<file path="config.mk">
export PLATFORM = sky130hd
export DESIGN_NAME = osc_message_header_parser
export DESIGN_NICKNAME = d
export VERILOG_FILES = /design/src/omhp_pkg.sv /design/src/osc_message_header_parser.sv
export SDC_FILE = /design/constraint.sdc
export NUM_CORES = 1
export LEC_CHECK = 0
export ABC_AREA = 1
export BUFFER_PORTS_ARGS = -buffer_cell sky130_fd_sc_hd__buf_4
export CORE_MARGIN = 5
export CORE_UTILIZATION = 45
export DETAILED_ROUTE_END_ITERATION = 8
export SLEW_MARGIN = 20
export SYNTH_ARGS = -nofsm -noshare
export SYNTH_HDL_FRONTEND = slang
export SYNTH_SLANG_ARGS = --single-unit
</file>
<file path="constraint.sdc">
create_clock -name clock -period 5.3 [get_ports clock]
set_input_delay 1.06 -clock clock [delete_from_list [all_inputs] [get_ports clock]]
set_output_delay 1.06 -clock clock [all_outputs]
set_load 0.01 [all_outputs]
</file>
<file path="src/omhp_pkg.sv">
// ----------------------------------------------------------------------------
// OSC message header parser package
// Shared constants and types for the header parser and its checker.
// ----------------------------------------------------------------------------
package omhp_pkg;

   localparam logic [15:0] MAX_MSG_BYTES = 16'hFFFF;

   localparam logic [7:0] CHAR_SLASH = 8'h2F;
   localparam logic [7:0] CHAR_COMMA = 8'h2C;
   localparam logic [7:0] CHAR_NUL   = 8'h00;

   localparam logic [2:0] ADDR_OFS_PREFIX = 3'd4;
   localparam logic [2:0] ADDR_OFS_NONE   = 3'd0;

   localparam logic [2:0] ST_OK        = 3'd0;
   localparam logic [2:0] ST_TOOSMALL  = 3'd1;
   localparam logic [2:0] ST_MALFORMED = 3'd2;
   localparam logic [2:0] ST_TRUNC     = 3'd3;
   localparam logic [2:0] ST_TOOLONG   = 3'd4;

   typedef enum logic [7:0] {
      PH_FIRST  = 8'b0000_0001,
      PH_PREFIX = 8'b0000_0010,
      PH_ADDR   = 8'b0000_0100,
      PH_APAD   = 8'b0000_1000,
      PH_TAGCHK = 8'b0001_0000,
      PH_TAGS   = 8'b0010_0000,
      PH_TPAD   = 8'b0100_0000,
      PH_DONE   = 8'b1000_0000
   } phase_type;

endpackage

</file>
<file path="src/osc_message_header_parser.sv">
// ----------------------------------------------------------------------------
// OSC message header parser
// Scans an OSC message one byte per beat and reports prefix, address,
// typetag and argument offsets with a status on the final byte.
// ----------------------------------------------------------------------------
// The result is registered and appears on rsp_ in the cycle after the final byte's beat.
// Throughput: one byte per cycle when not stalled; the parse state updates in a single pass.
// Input stalls only while a finished result is held and rsp_stall is high.
// Reset: synchronous, active high; clears parse state and the result valid.
// ----------------------------------------------------------------------------
module osc_message_header_parser
   import omhp_pkg::*;
(
   input  logic        clock,
   input  logic        reset,
   input  logic        req_valid,
   output logic        req_stall,
   input  logic [7:0]  req_data_byte,
   input  logic        req_is_last,
   output logic        rsp_valid,
   input  logic        rsp_stall,
   output logic [2:0]  rsp_status,
   output logic        rsp_has_prefix,
   output logic [15:0] rsp_total_bytes,
   output logic [2:0]  rsp_address_offset,
   output logic        rsp_has_typetags,
   output logic [15:0] rsp_typetag_offset,
   output logic [15:0] rsp_arg_count,
   output logic [15:0] rsp_args_offset
);

   phase_type   phase_ff, phase_in;
   logic [15:0] byte_count_ff, byte_count_in;
   logic [31:0] prefix_word_ff, prefix_word_in;
   logic        prefix_seen_ff, prefix_seen_in;
   logic [2:0]  error_code_ff, error_code_in;
   logic [15:0] tag_start_ff, tag_start_in;
   logic [15:0] tag_count_ff, tag_count_in;
   logic [15:0] data_start_ff, data_start_in;
   logic        tags_found_ff, tags_found_in;

   logic        rsp_valid_ff, rsp_valid_in;
   logic [2:0]  status_ff, status_in;
   logic        has_prefix_ff;
   logic [15:0] total_bytes_ff;
   logic        has_typetags_ff;
   logic [15:0] typetag_offset_ff;
   logic [15:0] arg_count_ff;
   logic [15:0] args_offset_ff;

   logic        req_take;
   logic        rsp_load;
   logic        nxt_aligned;
   logic [15:0] aligned_next;

   assign req_stall   = rsp_valid_ff & rsp_stall;
   assign req_take    = req_valid & ~req_stall;
   assign rsp_load    = req_take & req_is_last;
   assign nxt_aligned = (byte_count_ff[1:0] == 2'd3);
   assign aligned_next = (byte_count_ff + 16'd4) & ~16'd3;

   always_comb begin
      phase_in       = phase_ff;
      byte_count_in  = byte_count_ff;
      prefix_word_in = prefix_word_ff;
      prefix_seen_in = prefix_seen_ff;
      error_code_in  = error_code_ff;
      tag_start_in   = tag_start_ff;
      tag_count_in   = tag_count_ff;
      data_start_in  = data_start_ff;
      tags_found_in  = tags_found_ff;

      if (byte_count_ff >= MAX_MSG_BYTES) begin
         if (error_code_ff == ST_OK) begin
            error_code_in = ST_TOOLONG;
         end
      end else begin
         byte_count_in = byte_count_ff + 16'd1;
         if (error_code_ff == ST_OK) begin
            unique case (phase_ff)
               PH_FIRST: begin
                  prefix_word_in = {24'd0, req_data_byte};
                  phase_in = (req_data_byte == CHAR_SLASH) ? PH_ADDR : PH_PREFIX;
               end
               PH_PREFIX: begin
                  if (byte_count_ff < 16'd4) begin
                     prefix_word_in = {prefix_word_ff[23:0], req_data_byte};
                  end else if (req_data_byte == CHAR_SLASH) begin
                     prefix_seen_in = 1'b1;
                     if (prefix_word_ff == 32'd0 || prefix_word_ff[31]) begin
                        error_code_in = ST_TOOSMALL;
                     end else begin
                        phase_in = PH_ADDR;
                     end
                  end else begin
                     error_code_in = ST_MALFORMED;
                  end
               end
               PH_ADDR: begin
                  if (req_data_byte == CHAR_NUL) begin
                     phase_in = nxt_aligned ? PH_TAGCHK : PH_APAD;
                  end
               end
               PH_APAD: begin
                  if (nxt_aligned) begin
                     phase_in = PH_TAGCHK;
                  end
               end
               PH_TAGCHK: begin
                  if (req_data_byte == CHAR_COMMA) begin
                     tags_found_in = 1'b1;
                     tag_start_in  = byte_count_ff;
                     tag_count_in  = 16'd0;
                     phase_in      = PH_TAGS;
                  end else begin
                     phase_in = PH_DONE;
                  end
               end
               PH_TAGS: begin
                  if (req_data_byte != CHAR_NUL) begin
                     tag_count_in = tag_count_ff + 16'd1;
                  end else if (tag_count_ff == 16'd0) begin
                     phase_in = PH_DONE;
                  end else begin
                     data_start_in = aligned_next;
                     phase_in = nxt_aligned ? PH_DONE : PH_TPAD;
                  end
               end
               PH_TPAD: begin
                  if (nxt_aligned) begin
                     phase_in = PH_DONE;
                  end
               end
               PH_DONE: begin
               end
               default: begin
               end
            endcase
         end
      end

      if (error_code_in != ST_OK) begin
         status_in = error_code_in;
      end else if (phase_in == PH_DONE || phase_in == PH_TAGCHK) begin
         status_in = ST_OK;
      end else begin
         status_in = ST_TRUNC;
      end
   end

   always_comb begin
      rsp_valid_in = rsp_valid_ff;
      if (rsp_load) begin
         rsp_valid_in = 1'b1;
      end else if (rsp_valid_ff && !rsp_stall) begin
         rsp_valid_in = 1'b0;
      end
   end

   // advance parse state; restart on the final beat
   always_ff @(posedge clock) begin
      if (reset || rsp_load) begin
         phase_ff       <= PH_FIRST;
         byte_count_ff  <= 16'd0;
         prefix_word_ff <= 32'd0;
         prefix_seen_ff <= 1'b0;
         error_code_ff  <= ST_OK;
         tag_start_ff   <= 16'd0;
         tag_count_ff   <= 16'd0;
         data_start_ff  <= 16'd0;
         tags_found_ff  <= 1'b0;
      end else if (req_take) begin
         phase_ff       <= phase_in;
         byte_count_ff  <= byte_count_in;
         prefix_word_ff <= prefix_word_in;
         prefix_seen_ff <= prefix_seen_in;
         error_code_ff  <= error_code_in;
         tag_start_ff   <= tag_start_in;
         tag_count_ff   <= tag_count_in;
         data_start_ff  <= data_start_in;
         tags_found_ff  <= tags_found_in;
      end
   end

   always_ff @(posedge clock) begin
      if (reset) begin
         rsp_valid_ff <= 1'b0;
      end else begin
         rsp_valid_ff <= rsp_valid_in;
      end
   end

   // hold the result beat until taken
   always_ff @(posedge clock) begin
      if (rsp_load) begin
         status_ff         <= status_in;
         has_prefix_ff     <= prefix_seen_in;
         total_bytes_ff    <= byte_count_in;
         has_typetags_ff   <= tags_found_in;
         typetag_offset_ff <= tag_start_in;
         arg_count_ff      <= tag_count_in;
         args_offset_ff    <= data_start_in;
      end
   end

   assign rsp_valid          = rsp_valid_ff;
   assign rsp_status         = status_ff;
   assign rsp_has_prefix     = has_prefix_ff;
   assign rsp_total_bytes    = total_bytes_ff;
   assign rsp_address_offset = has_prefix_ff ? ADDR_OFS_PREFIX : ADDR_OFS_NONE;
   assign rsp_has_typetags   = has_typetags_ff;
   assign rsp_typetag_offset = typetag_offset_ff;
   assign rsp_arg_count      = arg_count_ff;
   assign rsp_args_offset    = args_offset_ff;

endmodule

</file>
==> summary.txt <==
Worst skew pair latency: 0.43 ns
Starting DRT DRC Count: 471
Post-detail-place hpwl: 13,200 um
Max_cap viols: 0
WP data arrival: 3.44 ns
Placer Congestion: 0.870
Final Instance Count excl. Fillers: 1,337
Period utilization: 0.584
DRC: 0
P per Cell Area: 311 mW/mm^2
Critical Path Most Common Cell: nor2_1
WS Path Type: primary input to register
H-tree depth: 4
Vias per cell: 5.05
Crit path cell chain: buf_4 > nor2_1 > nand3_1 > inv_1 > nand2_1 > nor2_1 > inv_1 > nor2_1 > inv_2 > nor2_2 > buf_4 > nor2_1 > a211oi_2
1st-pass router iterations: 5
Vias in the first global route: 6,169
Main combinational cell family by area after synthesis: simple AND/OR/NAND/NOR gates
Core Region: 0.0186 mm^2
# hold bufs at CTS: 0
Largest net degree at the start of global routing: 76
Starting Density: 0.454
Die height: 147 um
Synth async-reset ratio: 0
Overall routed net length: 18,900 um
Final design utilization: 0.526
DR vias: 6,756
Cells after Synth: 1,021
Leak: 4.05 nW
Initial antenna violation count: 0
Slowest cell delay on critical path: 0.39 ns
#FFs+latches synth: 179
Worst slew pin tran: 1.09 ns
Main synth FF type: dfxtp_1
Port Buffers: 84
Yosys Warn Count: 0
Simple-Gate Fraction of Synth Area: 0.215
VDD IR max: 234 uV
Adder-Cell Fraction of Synth Area: 0.00742
Crit path time final: 3.10 ns
Total track usage: 0.175
EDFF count, synth: 69
Critical path launch point type: primary input
Synth cell types: 50
Sequential-to-total area share from yosys stat: 0.507
Compound-cell area share of the yosys netlist: 0.167
Status: complete, no violations
Relative max-transition margin: 0.269
Critical Path RT: 5.65 ns
Post-Synth XOR/XNOR Area: 0.0177
Slew Limit Fails: 0
Cells resized by post-CTS repair: 0
Worst-case clock buffer depth: 2
Cells after DPL: 1,305
Synth Area per Inst: 8.26 um^2
Number of hold violations in the final report: 0
Clock sinks: 179
Layout cells sized above 1: 0.178
Setup bufs post-CTS: 0
Critical-path top delay cell: buf_4
Final number of setup-violating endpoints: 0
Register clock-pin slew on the reported worst setup and hold paths: 0.07 ns
WL/cell: 14.2 um
Die width: 147 um
Antenna-violating nets left: 0
DP Area: 0.00921 mm^2
Hold crit path type: register to register
Cts bufs inserted: 17
Die area: 0.0216 mm^2
Nets: 1,108
First-pass GRT wire length: 30,900 um
Num ports: 87
Crit path max fanout: 33
CP delay by family, top: simple AND/OR/NAND/NOR gates
Synth-to-Final Area Change: 15.9%
CTS tree: yes
CP endpoint kind: register
Total power: 3.03 mW
F_max: 323 MHz
Max Clock Skew: 0.0131 ns
Buf+Inv Stages, Crit Path: 5
Design Area, Final: 0.00977 mm^2
Cell taking the most area after synthesis: dfxtp_1
Post-synthesis mux area share: 0.00119
FP Rows: 50
N_diodes: 0
Yosys top cell area share: 0.261
Root buf cell: clkbuf_16
Post-route setup TNS: 0 ns
Post-Syn Area: 0.00843 mm^2
Area contributors post-synth: dfxtp_1 26%, edfxtp_1 25%, nand2_1 7.5%
GR Overflow Total: 0
RSZ-0062 raised after global routing: false
-- cell usage after synthesis (2+ instances only) --
| cell | number |
|---|---|
| inv_4 | 2 |
| inv_1 | 111 |
| a21boi_1 | 2 |
| ha_1 | 5 |
| nor3_1 | 9 |
| buf_2 | 10 |
| nand2_1 | 168 |
| a211oi_2 | 17 |
| dfxtp_1 | 110 |
| o21ai_1 | 15 |
| nand2_4 | 4 |
| nor2_1 | 123 |
| buf_6 | 2 |
| a211oi_1 | 10 |
| nand3_1 | 59 |
| nand4_1 | 8 |
| a31oi_1 | 3 |
| xor2_1 | 17 |
| o22ai_1 | 4 |
| nand2_2 | 7 |
| nand3b_1 | 2 |
| o211ai_1 | 7 |
| buf_4 | 5 |
| nor2_2 | 10 |
| a21oi_1 | 90 |
| buf_1 | 3 |
| nor2_8 | 2 |
| o21ai_0 | 83 |
| nor2_4 | 6 |
| clkbuf_1 | 21 |
| edfxtp_1 | 69 |
| inv_2 | 19 |
-- worst reg2reg max path: stages (launching register included) --
cell      delay (ns)
dfxtp_1         0.37
clkinv_1        0.29
ha_1            0.33
nand3_1         0.08
nor2_1          0.08
a21oi_1         0.23
nor2_2          0.05
buf_4           0.21
nand2_1         0.83
inv_2           0.15
o21ai_0         0.21
a21oi_1         0.06
-- power by group --
part           switching, mW  total, mW  internal (mW)
Sequential            0.0318       1.51           1.48
Combinational          0.215      0.317          0.102
Clock                  0.569       1.21          0.641
-- metrics by stage --
stage,hold WS (ns),setup WS (ns)
floorplan,0.423,2.00
finish,0.444,2.20
global route,0.472,1.99
CTS,0.448,2.20
detailed placement,0.437,1.76
global placement,0.433,1.83
-- cells by family after synthesis --
logic type,count (synthesis)
buffers and inverters,175
adder cells (fa/ha/maj),5
multiplexers,1
AND/OR/NAND/NOR,404
other,1
flip-flops,179
XOR/XNOR,17
AO/OA/AOI/OAI,239
-- routing by layer --
metal  wire, um  part of all wire  vias to the layer above  track usage
met5          0                 0                        -            0
met4        279             0.015                        0       0.0508
met3        799             0.042                       19       0.0305
met2       8870              0.47                      137        0.290
met1       8980              0.47                     3076        0.235
li1           -                 -                     3524            -
-- final cells by class --
type,instances,area [um^2]
fill,1802,8810
sequential,179,4270
multi-input combinational,668,3450
timing repair buffer,91,683
tap,234,293
clock inverter,14,115
inverter,133,504
clock buffer,18,450
-- placed cells by master, fill, tap and decap left out, types with 15 or more instances in the layout --
master / n
a211oi_2: 17
o21ai_0: 83
inv_2: 20
a21oi_1: 90
nand2_1: 167
edfxtp_1: 69
nor2_1: 123
xor2_1: 17
inv_1: 110
clkbuf_16: 18
dfxtp_1: 110
o21ai_1: 15
nand3_1: 59
buf_4: 91
-- state kept, by name, summed over array words and instances, names as in the netlist --
signal / count
error_code_ff: 3
tags_found_ff: 1
rsp_status: 3
tag_count_ff: 16
prefix_seen_ff: 1
phase_ff: 8
data_start_ff: 16
rsp_typetag_offset: 16
rsp_has_prefix: 1
rsp_args_offset: 16
tag_start_ff: 16
rsp_total_bytes: 16
rsp_arg_count: 16
rsp_has_typetags: 1
prefix_word_ff: 32
byte_count_ff: 16
rsp_valid: 1
-- final timing paths --
| check | from | to | slack [ns] | depth (start not counted) |
|---|---|---|---|---|
| max | req_data_byte[6] | tag_start_ff[11] | 2.20 | 13 |
| min reg2reg | data_start_ff[0] | data_start_ff[0] | 0.44 | 2 |
| min | data_start_ff[0] | data_start_ff[0] | 0.44 | 2 |
| max reg2reg | byte_count_ff[2] | prefix_word_ff[4] | 2.30 | 11 |
Note: power is estimated with default switching activity, not from simulation.
